===== src/rtl/core/vhv_pkg.sv =====
// Shared types, constants and the arctangent table of the heading and velocity unit.
package vhv_pkg;

   localparam int unsigned CoordWidthDefault   = 16;
   localparam int unsigned CordicStagesDefault = 16;
   localparam int unsigned FieldWidth          = 16;
   localparam int unsigned FieldExtWidth       = 24;
   localparam int unsigned VelWidth            = 24;
   localparam int unsigned TimeWidth           = 16;
   localparam int unsigned HeadingWidth        = 16;
   localparam int unsigned Preshift            = 32;
   localparam int unsigned AngleFrac           = 16;
   localparam int unsigned AngleWidth          = 32;
   localparam int unsigned AtanWidth           = 30;
   localparam int unsigned VelFrac             = 16;
   localparam int unsigned RemInitShift        = 8;
   localparam int unsigned DegUnits            = 128;
   localparam int unsigned AngleBits           = 14;

   localparam logic [AngleWidth-1:0]   ZMax       = AngleWidth'(90 * DegUnits) << AngleFrac;
   localparam logic [AngleWidth-1:0]   ZRound     = AngleWidth'(1) << (AngleFrac - 1);
   localparam logic [HeadingWidth-1:0] Heading90  = HeadingWidth'(90 * DegUnits);
   localparam logic [HeadingWidth-1:0] Heading270 = HeadingWidth'(270 * DegUnits);
   localparam logic [VelWidth-1:0]     VelPosMax  = VelWidth'(24'h7fffff);
   localparam logic [VelWidth-1:0]     VelNegMax  = VelWidth'(24'h800000);
   localparam logic [TimeWidth-1:0]    FlightTimeReset = TimeWidth'(256);

   typedef struct packed {
      logic signed [FieldWidth-1:0] src_x;
      logic signed [FieldWidth-1:0] src_y;
      logic signed [FieldWidth-1:0] dst_x;
      logic signed [FieldWidth-1:0] dst_y;
   } req_type;

   typedef struct packed {
      logic signed [VelWidth-1:0] vel_x;
      logic signed [VelWidth-1:0] vel_y;
      logic [HeadingWidth-1:0]    heading;
      logic                       zero_vector;
      logic                       vel_saturated;
   } rsp_type;

   typedef struct packed {
      logic dx_pos;
      logic dx_neg;
      logic dy_pos;
      logic dy_neg;
      logic zero;
      logic ovf_x;
      logic ovf_y;
   } side_type;

   function automatic logic [AtanWidth-1:0] atan_entry(input int unsigned idx);
      logic [AtanWidth-1:0] v;
      case (idx)
         0: v = AtanWidth'(377487360);
         1: v = AtanWidth'(222843801);
         2: v = AtanWidth'(117744544);
         3: v = AtanWidth'(59768969);
         4: v = AtanWidth'(30000467);
         5: v = AtanWidth'(15014858);
         6: v = AtanWidth'(7509261);
         7: v = AtanWidth'(3754860);
         8: v = AtanWidth'(1877459);
         9: v = AtanWidth'(938733);
         10: v = AtanWidth'(469367);
         11: v = AtanWidth'(234683);
         12: v = AtanWidth'(117342);
         13: v = AtanWidth'(58671);
         14: v = AtanWidth'(29335);
         15: v = AtanWidth'(14668);
         16: v = AtanWidth'(7334);
         17: v = AtanWidth'(3667);
         18: v = AtanWidth'(1833);
         19: v = AtanWidth'(917);
         20: v = AtanWidth'(458);
         21: v = AtanWidth'(229);
         22: v = AtanWidth'(115);
         23: v = AtanWidth'(57);
         default: v = '0;
      endcase
      return v;
   endfunction

endpackage


===== src/rtl/core/vhv_stage.sv =====
// One stage: a quotient bit per velocity divider; the first CORDIC_STAGES also rotate.
module vhv_stage #(
   parameter int unsigned COORD_WIDTH   = 16,
   parameter int unsigned CORDIC_STAGES = 16,
   parameter int unsigned STAGE         = 0
) (
   input  logic                                      clock,
   input  logic                                      reset,
   input  logic                                      advance,
   input  logic [vhv_pkg::TimeWidth-1:0]             divisor,
   input  logic                                      valid_i,
   input  vhv_pkg::side_type                         side_i,
   input  logic [COORD_WIDTH:0]                      mag_x_i,
   input  logic [COORD_WIDTH:0]                      mag_y_i,
   input  logic [COORD_WIDTH+vhv_pkg::Preshift+2:0]  x_i,
   input  logic [COORD_WIDTH+vhv_pkg::Preshift+2:0]  y_i,
   input  logic [vhv_pkg::AngleWidth-1:0]            z_i,
   input  logic [vhv_pkg::TimeWidth-1:0]             rem_x_i,
   input  logic [vhv_pkg::TimeWidth-1:0]             rem_y_i,
   input  logic [vhv_pkg::VelWidth-1:0]              q_x_i,
   input  logic [vhv_pkg::VelWidth-1:0]              q_y_i,
   output logic                                      valid_o,
   output vhv_pkg::side_type                         side_o,
   output logic [COORD_WIDTH:0]                      mag_x_o,
   output logic [COORD_WIDTH:0]                      mag_y_o,
   output logic [COORD_WIDTH+vhv_pkg::Preshift+2:0]  x_o,
   output logic [COORD_WIDTH+vhv_pkg::Preshift+2:0]  y_o,
   output logic [vhv_pkg::AngleWidth-1:0]            z_o,
   output logic [vhv_pkg::TimeWidth-1:0]             rem_x_o,
   output logic [vhv_pkg::TimeWidth-1:0]             rem_y_o,
   output logic [vhv_pkg::VelWidth-1:0]              q_x_o,
   output logic [vhv_pkg::VelWidth-1:0]              q_y_o
);
   import vhv_pkg::*;

   localparam int unsigned MW  = COORD_WIDTH + 1;
   localparam int unsigned CW  = COORD_WIDTH + Preshift + 3;
   localparam int unsigned BIT = VelWidth - 1 - STAGE;

   logic                    valid_ff;
   side_type                side_ff;
   logic [MW-1:0]           mag_x_ff, mag_y_ff;
   logic [CW-1:0]           x_ff, y_ff, x_in, y_in;
   logic [AngleWidth-1:0]   z_ff, z_in;
   logic [TimeWidth-1:0]    rem_x_ff, rem_y_ff, rem_x_in, rem_y_in;
   logic [VelWidth-1:0]     q_x_ff, q_y_ff, q_x_in, q_y_in;
   logic                    dbit_x, dbit_y;
   logic [TimeWidth:0]      trial_x, trial_y;

   generate
      if (BIT >= VelFrac && (BIT - VelFrac) < MW) begin : g_dbit
         assign dbit_x = mag_x_i[BIT-VelFrac];
         assign dbit_y = mag_y_i[BIT-VelFrac];
      end else begin : g_nobit
         assign dbit_x = 1'b0;
         assign dbit_y = 1'b0;
      end
   endgenerate

   generate
      if (STAGE < CORDIC_STAGES) begin : g_rot
         logic [CW-1:0] xs, ys;
         assign xs = CW'($signed(x_i) >>> STAGE);
         assign ys = CW'($signed(y_i) >>> STAGE);
         always_comb begin
            if (!y_i[CW-1]) begin
               x_in = x_i + ys;
               y_in = y_i - xs;
               z_in = z_i + AngleWidth'(atan_entry(STAGE));
            end else begin
               x_in = x_i - ys;
               y_in = y_i + xs;
               z_in = z_i - AngleWidth'(atan_entry(STAGE));
            end
         end
      end else begin : g_hold
         assign x_in = x_i;
         assign y_in = y_i;
         assign z_in = z_i;
      end
   endgenerate

   assign trial_x = {rem_x_i, dbit_x};
   assign trial_y = {rem_y_i, dbit_y};

   always_comb begin
      q_x_in = q_x_i;
      q_y_in = q_y_i;
      if (trial_x >= {1'b0, divisor}) begin
         rem_x_in    = TimeWidth'(trial_x - {1'b0, divisor});
         q_x_in[BIT] = 1'b1;
      end else begin
         rem_x_in = TimeWidth'(trial_x);
      end
      if (trial_y >= {1'b0, divisor}) begin
         rem_y_in    = TimeWidth'(trial_y - {1'b0, divisor});
         q_y_in[BIT] = 1'b1;
      end else begin
         rem_y_in = TimeWidth'(trial_y);
      end
   end

   always_ff @(posedge clock) begin
      if (reset) begin
         valid_ff <= 1'b0;
      end else if (advance) begin
         valid_ff <= valid_i;
      end
   end

   always_ff @(posedge clock) begin
      if (advance) begin
         side_ff  <= side_i;
         mag_x_ff <= mag_x_i;
         mag_y_ff <= mag_y_i;
         x_ff     <= x_in;
         y_ff     <= y_in;
         z_ff     <= z_in;
         rem_x_ff <= rem_x_in;
         rem_y_ff <= rem_y_in;
         q_x_ff   <= q_x_in;
         q_y_ff   <= q_y_in;
      end
   end

   assign valid_o = valid_ff;
   assign side_o  = side_ff;
   assign mag_x_o = mag_x_ff;
   assign mag_y_o = mag_y_ff;
   assign x_o     = x_ff;
   assign y_o     = y_ff;
   assign z_o     = z_ff;
   assign rem_x_o = rem_x_ff;
   assign rem_y_o = rem_y_ff;
   assign q_x_o   = q_x_ff;
   assign q_y_o   = q_y_ff;

endmodule


===== config.mk =====
export PLATFORM = sky130hd
export DESIGN_NAME = vhv_stage
export DESIGN_NICKNAME = d
export VERILOG_FILES = /design/src/rtl/core/vhv_pkg.sv /design/src/rtl/core/vhv_stage.sv
export SDC_FILE = /design/constraint.sdc
export NUM_CORES = 1
export LEC_CHECK = 0
export BUFFER_PORTS_ARGS = -buffer_cell sky130_fd_sc_hd__clkbuf_2
export CORE_AREA = 2 2 204 206
export CTS_BUF_LIST = sky130_fd_sc_hd__clkbuf_4 sky130_fd_sc_hd__clkbuf_8
export DETAILED_ROUTE_END_ITERATION = 7
export DIE_AREA = 0 0 206 208
export MAX_ROUTING_LAYER = met4
export PLACE_DENSITY = 0.72
export SLEW_MARGIN = 20
export SYNTH_ARGS = -nofsm -noshare
export SYNTH_HDL_FRONTEND = slang
export SYNTH_SLANG_ARGS = --single-unit

===== constraint.sdc =====
create_clock -name clock -period 6.7 [get_ports clock]
set_clock_uncertainty 0.2 [all_clocks]
set_input_delay 1.34 -clock clock [delete_from_list [all_inputs] [get_ports clock]]
set_output_delay 1.34 -clock clock [all_outputs]
set_load 0.01 [all_outputs]

After elaboration in Yosys (flattened, before gate mapping) --
Cells that the tools add are included.
Word-level totals: register bits 256, input bits 275, output and inout bits 256
Cells by class: add/subtract/negate cells 7, $lt $le $gt $ge 2, mux-type cells 5
Operators with widths (number):
- two-way mux 51 bit | 2
- subtractor 51 bit | 2
- adder 51 bit | 1
- greater-or-equal comparator 17 x 16 -> 1 bit | 2
- adder 32 x 29 -> 32 bit (second input constant) | 1
- two-way mux 16 bit | 2
- two-way mux 32 bit | 1
- subtractor 16 bit | 2
- subtractor 32 x 29 -> 32 bit (second input constant) | 1

Depth between registers and ports, before layout --
Gate-level depths: netlist (run 1).
word-level depth 2, gate-level depth with buffers 13, mapped depth without buffers 13

Least setup slack after synthesis (run 1) --
Ideal clock, no wire load.
path kind input-to-reg, start input divisor[1] (netlist bit), end register rem_x_ff[10], in the netlist rem_x_o[10] (data pin), setup time 0.260 ns, arrival 3.877 ns, path slack 2.363 ns, cell stages on the path 13, path through inv_1 -> ha_1 -> nor2b_1 -> o21a_1 -> o21ai_1 -> a21oi_1 -> a211o_1 -> a211o_1 -> o21ai_0 -> nand2_1 -> a21oi_2 -> buf_4 -> mux2_2
Between the ends: cells in the longest elaborated chain, start to end 2, elaborated cells on any way between the ends 3, those cells by class add/sub: 1; order compare: 1; mux: 1
Ends and longest elaborated chain:
- from (decl) | RTL line vhv_stage.sv:10 | input logic [vhv_pkg::TimeWidth-1:0] divisor,
- subtractor 16 bit / greater-or-equal comparator 17 x 16 -> 1 bit (equally long branches) | RTL line vhv_stage.sv:90, vhv_stage.sv:89
- two-way mux 16 bit * | RTL line vhv_stage.sv:89 | if (trial_x >= {1'b0, divisor}) begin
- via rem_x_in[10] | RTL line vhv_stage.sv:45 | logic [TimeWidth-1:0] rem_x_ff, rem_y_ff, rem_x_in, rem_y_in;
- to (signal assigned) | RTL line vhv_stage.sv:119 | rem_x_ff <= rem_x_in;
- to (decl) | RTL line vhv_stage.sv:45
The timed path passes the listed nets; every way through them passes the cells marked *. A chain may end at the register's enable or synchronous reset.

Final worst setup path (run 1) --
start input x_i[0] (netlist bit), end register x_ff[44], in the netlist x_o[44] (data pin)
Between the ends: cells in the longest elaborated chain, start to end 2, elaborated cells on any way between the ends 3, those cells by class add/sub: 2; mux: 1
Ends and longest elaborated chain:
- from (decl) | RTL line vhv_stage.sv:15 | input logic [COORD_WIDTH+vhv_pkg::Preshift+2:0] x_i,
- adder 51 bit / subtractor 51 bit (equally long branches) | RTL line vhv_stage.sv:67, vhv_stage.sv:71
- two-way mux 51 bit * | RTL line vhv_stage.sv:66 | if (!y_i[CW-1]) begin
- via x_in[44] | RTL line vhv_stage.sv:43 | logic [CW-1:0] x_ff, y_ff, x_in, y_in;
- to (signal assigned) | RTL line vhv_stage.sv:116 | x_ff <= x_in;
- to (decl) | RTL line vhv_stage.sv:43
Marked as above.

==> flow_metrics.tcl, run 1 <==
set metrics [dict create \
    status "finished clean" \
    holdCritPathClass "flip-flop to flip-flop" \
    cts_tree "yes" \
    die_width_um 206 \
    slew_violations 0 \
    finalCritPeriodShare_pct 73.7 \
    vias_per_cell 5.85 \
    pre_cts_slack_ps 1350 \
    synth_nets 2405 \
    powerDensity_mw_per_mm2 229 \
    avgSynthCellArea_um2 9.64 \
    port_buffers 530 \
    antenna_left 0 \
    whs_path_depth 2 \
    synth.area.top_cells "edfxtp_1 41%, ha_1 13%, a21oi_1 6.5%, xnor2_1 5.2%, inv_1 4.0%" \
    leakage_nw 10.3 \
    die_y_um 208 \
    grt_start_max_net_pins 149 \
    cts_resized 0 \
    nets 2915 \
    clk_path_buf_depth 3 \
    pin_count 531 \
    place_hpwl_mm 55.7 \
    drv_cap 0 \
    yosys_warnings 0 \
    synth_flop_cell "edfxtp_1" \
    initial_utilization_pct 46.0 \
    firstDrtPassIters 6 \
    core_area_mm2 0.0406 \
    synth.most_common_cell "edfxtp_1" \
    clkLatencyLatePin_ps 600 \
    grtUsageTotal_pct 32.0 \
    die_area_mm2 0.0428 \
    slew_headroom_pct 28.1 \
    grt_pass1_vias 17200 \
    yosysTopAreaCell "edfxtp_1" \
    clk_pin_slew_ps 70 \
    grt_pass1_wl_mm 102 \
    max_freq_ghz 0.203 \
    synthToLayoutAreaGrowth_pct 21.3 \
    ys_ff_latch 255 \
    row_count 74 \
    yosysUniqueCellTypes 80 \
    reg2reg_depth 2 \
    synth_common_cells "254 x edfxtp_1, 241 x a21oi_1, 197 x inv_1" \
    fillers 3657 \
    layout.cells.non_filler 3019 \
    rsz0062_at_grt "no" \
    clock_sinks 255 \
    worst_pin_slew_ps 1080 \
    layout-drive-gt1-share_pct 26.1 \
    antenna_found_initial 10 \
    place_inst 2930 \
    crit_required_ps 6840 \
    async_flop_share_pct 0 \
    drc 0 \
    numCtsBuffers 45 \
    wl_mm 69.8 \
    crit_type "input pin to flip-flop" \
    peakVddDrop_v 0.000134 \
    gp_congestion 1.04 \
    timing.final.ws_setup_ps 1760 \
    htree_num_levels 2 \
    synth_area_mm2 0.0187 \
    setup_violations 0 \
    tns_ps 0 \
    worstReg2RegStart "valid_o" \
    cts_setup_buffers 0 \
    fin_crit_ps 4940 \
    cp-end-kind "flip-flop" \
    dr_total_vias 17700 \
    cp-startpoint "x_i[0]" \
    cts-root-buf "clkbuf_8" \
    yosysSeqAreaShare_pct 41.0 \
    crit_fanout 4 \
    drt_iter0_markers 1666 \
    grt-ovfl-total 0 \
    ctsHoldBuffers 0 \
    worstHoldStart "valid_o" \
    cp-start-kind "input pin" \
    netlist.area_leader.share_pct 40.9 \
    finalHoldViolCount 0 \
    synth_edf_count 254 \
    synthCells 1935 \
    wire_per_inst_um 23.1 \
    worst-endpoint-arrival_ps 5070 \
]
-- per-layer routing --
metal	routed length [µm]	share of wire (%)	vias to the layer above	global-route usage, %
met3	5610	8.0	221	5.25
met5	0	0	-	-
met1	26900	39	8437	38.1
met2	32600	47	942	50.3
met4	4710	6.7	0	20.2
li1	-	-	8073	-
-- report_power, final --
| part | total (mW) | switching, mW | internal [mW] | leakage, nW |
|---|---|---|---|---|
| clock network | 1.43 | 0.697 | 0.731 | 0.456 |
| registers | 2.11 | 0.0780 | 2.03 | 2.49 |
| logic | 1.66 | 1.05 | 0.607 | 7.31 |
| total | 5.19 | 1.83 | 3.36 | 10.3 |
-- registers in the layout, indices dropped and copies added (netlist names) --
name	count
rem_x_o	16
side_o	7
q_x_o	24
mag_y_o	17
rem_y_o	16
z_o	32
mag_x_o	17
q_y_o	24
y_o	51
valid_o	1
x_o	50
-- per-stage QoR --
step           area (µm²)  hold slack, ps  utilization (%)  total power, mW
6_report            22600             330             55.8             5.19
5_1_grt             22600             373             55.8             5.43
2_1_floorplan       18700             328                -             3.06
3_5_place_dp        21800             329             53.6             3.75
3_3_place_gp        21800             277             53.6             3.74
4_1_cts             22600             344             55.8             5.20
-- final timing paths --
path	end	slack, ps
max	x_o[44]	1760
min	valid_o	330
max reg2reg	valid_o	5890
min reg2reg	valid_o	330
-- worst max-delay path, cell delays in order --
cell and delay, ps:
clkbuf_2 110, inv_1 50, ha_1 220, fa_1 420, o31ai_1 440, a21oi_1 290, o41a_1 440, a21oi_1 260
a31oi_1 230, o21ai_0 770, a21o_1 210, o21ai_0 100, xnor2_1 180
-- cell type report --
| type | instances | area [µm²] | area share, % |
|---|---|---|---|
| Antenna cell | 10 | 25.0 | 0.111 |
| Clock buffer | 55 | 694 | 3.07 |
| Clock inverter | 24 | 161 | 0.713 |
| Inverter | 198 | 743 | 3.28 |
| Multi-Input combinational cell | 1409 | 9980 | 44.1 |
| Sequential cell | 255 | 7650 | 33.8 |
| Tap cell | 532 | 666 | 2.94 |
| Timing Repair Buffer | 536 | 2720 | 12.0 |
-- cell usage in the layout (no fill, tap or decap), types with 8 or more instances in the layout --
cell	n
o21ai_0	135
xnor2_1	110
clkbuf_8	45
a21oi_1	241
mux2i_1	27
mux2_2	17
o211ai_1	13
a2111oi_0	8
nor2_1	123
nor4_1	17
o21a_1	8
o21bai_1	52
clkinv_2	8
and3_1	9
o31ai_1	26
nand4_1	28
clkinv_1	11
nor2b_1	17
xor2_1	21
diode_2	10
edfxtp_1	254
nand2_1	111
nor3_1	34
a21o_1	40
a31oi_1	15
clkbuf_2	528
inv_1	197
clkbuf_4	10
a211oi_1	14
nand2b_1	14
a221oi_1	8
ha_1	189
nand3_1	18
-- cells by family (layout without fill, tap and decap cells) --
kind of cell | Yosys count | after routing | share of synthesized area [%]
AO/OA/AOI/OAI | 644 | 644 | 21.5
XOR/XNOR | 131 | 131 | 6.15
adder cells (fa/ha/maj) | 195 | 195 | 13.3
buffers and inverters | 271 | 813 | 5.58
flip-flops | 255 | 255 | 41.0
multiplexers | 44 | 44 | 2.47
other | 0 | 10 | 0
AND/OR/NAND/NOR | 395 | 395 | 9.95
Note: power is estimated with default switching activity, not from simulation.
==> run 2: changes to the inputs <==
Settings changed: CORE_AREA 2 2 204 206 to 2 2 205 207, DIE_AREA 0 0 206 208 to 0 0 207 209, PLACE_DENSITY 0.72 to 0.71.
Clock period 6.7 ns to 4.61 ns, I/O delays scaled along.
==> run 2 against run 1 <==
- the flow now finishes with violations (setup timing)
- final cell count up 4.1%
- global-route usage increased by 1.6 points
- sequential share of layout area is 1.3 points lower
- largest cell class unchanged
- largest power group unchanged
==> flow_metrics.tcl, run 2 (same netlist as run 1, synthesis figures left out) <==
set metrics [dict create \
    grtUsageTotal_pct 33.6 \
    fillers 3730 \
    use_met1_pct 40.8 \
    antenna_found_initial 13 \
    pin_count 531 \
    worst-endpoint-arrival_ps 4870 \
    rr_endpoint "valid_o" \
    final_common_cell "clkbuf_2" \
    clk_pin_slew_ps 60 \
    status "finished with violations" \
    crit_type "input pin to flip-flop" \
    cp-endpoint "x_o[47]" \
    htree_num_levels 2 \
    clkLatencyLatePin_ps 600 \
    wire_per_inst_um 23.1 \
    final_cell_mix "528 x clkbuf_2, 254 x edfxtp_1, 241 x a21oi_1" \
    finalHoldViolCount 0 \
    powerDensity_mw_per_mm2 326 \
    slew_violations 0 \
    cp-startpoint "x_i[2]" \
    violations "setup timing" \
    row_count 75 \
    firstDrtPassIters 7 \
    peakVddDrop_v 0.000285 \
    synthToLayoutAreaGrowth_pct 26.2 \
    timing.final.ws_setup_ps -111 \
    layout.cells.non_filler 3143 \
    fin_crit_ps 4720 \
    cts_resized 0 \
    clock_sinks 255 \
    worst_pin_slew_ps 839 \
    post-route-util_pct 57.0 \
    grt_pass1_wl_mm 108 \
    core_area_mm2 0.0413 \
    layout-drive-gt1-share_pct 29.4 \
    dr_total_vias 17900 \
    initial_utilization_pct 45.2 \
    drv_cap 0 \
    place_inst 3054 \
    grt_use_met2_pct 54.6 \
    die_y_um 209 \
    grt_start_max_net_pins 139 \
    cts-root-buf "clkbuf_8" \
    place_hpwl_mm 59.2 \
    port_buffers 530 \
    vias_per_cell 5.70 \
    wl_mm 72.7 \
    nets 3031 \
    slew_headroom_pct 42.6 \
    crit_required_ps 4760 \
    cts_tree "yes" \
    cp-end-kind "flip-flop" \
    grt-ovfl-total 0 \
    setup_violations 1 \
    r2r_setup_slack_ps 3790 \
    grt_pass1_vias 17600 \
    holdCritPathClass "input pin to flip-flop" \
    crit_fanout 6 \
    cp-start-kind "input pin" \
    numCtsBuffers 44 \
    max_freq_ghz 0.212 \
    worstReg2RegStart "valid_o" \
    gp_congestion 1.05 \
    die_width_um 207 \
    clk_path_buf_depth 3 \
    leakage_nw 10.8 \
    grtUsageMet3_pct 6.07 \
    cts_setup_buffers 0 \
    ctsHoldBuffers 0 \
    largest_reg_flops 51 \
    drc 0 \
    die_area_mm2 0.0433 \
    finalCritPeriodShare_pct 102 \
    drt_iter0_markers 1573 \
    grt_busiest_layer "met2" \
    antenna_left 0 \
    reg2reg_depth 2 \
]
==> run 2: changes by cell type in the layout (fill, tap and decap cells not counted), moves of 2 or more <==
cell	previous run	this run
clkinv_4	2	0
diode_2	10	13
buf_12	1	4
clkbuf_4	10	12
buf_4	6	120
clkinv_2	8	5
clkinvlp_4	0	2
==> run 2: stage by stage <==
| stage | total power, mW | TNS, ps | hold WS [ps] | setup WS [ps] | cell area (µm²) |
|---|---|---|---|---|---|
| 6_report | 7.67 | -111 | 228 | -111 | 23500 |
| 5_1_grt | 8.03 | -314 | 197 | -242 | 23500 |
| 4_1_cts | 7.68 | 0 | 204 | 227 | 23500 |
| 3_5_place_dp | 5.62 | -1400 | 294 | -406 | 22700 |
| 3_3_place_gp | 5.61 | -1310 | 280 | -365 | 22700 |
| 2_1_floorplan | 4.45 | 0 | 328 | 691 | 18700 |
==> run 2: power by group <==
group	switching [mW]	internal (mW)	total [mW]
Combinational	1.55	0.996	2.55
Clock	0.983	1.06	2.04
Sequential	0.134	2.95	3.08
==> run 2: layout make-up <==
class | instances | area, µm² | share of cell area (%)
Multi-Input combinational cell | 1409 | 9980 | 42.4
Sequential cell | 255 | 7650 | 32.5
Timing Repair Buffer | 653 | 3640 | 15.5
Inverter | 198 | 743 | 3.16
Clock buffer | 56 | 696 | 2.95
Tap cell | 539 | 674 | 2.86
Clock inverter | 20 | 140 | 0.595
Antenna cell | 13 | 32.5 | 0.138
==> run 2: per-layer routing <==
layer	wire length, µm	up-vias	share of wire [%]
met5	0	-	0
met4	3380	0	4.6
met3	5700	171	7.8
met2	34900	911	48
met1	28800	8519	40
li1	-	8328	-
==> run 2: worst max-delay path: stages <==
cell and delay [ps]:
clkbuf_2 110, inv_1 50, ha_1 310, buf_4 160
a21oi_1 190, nand2_1 130, a2111oi_0 790, o21bai_1 240
a221oi_1 530, o21ai_0 320, a21oi_1 400, o21ai_0 240
o32ai_1 360, xnor2_1 100
==> run 2: how the worst min path moves through the flow <==
stage,start,to,cells after the start
6_report,z_i[15],z_o[15],1
2_1_floorplan,valid_o,valid_o,2
5_1_grt,side_i[5],side_o[5],1
3_5_place_dp,valid_o,valid_o,2
3_3_place_gp,valid_o,valid_o,2
4_1_cts,z_i[15],z_o[15],1
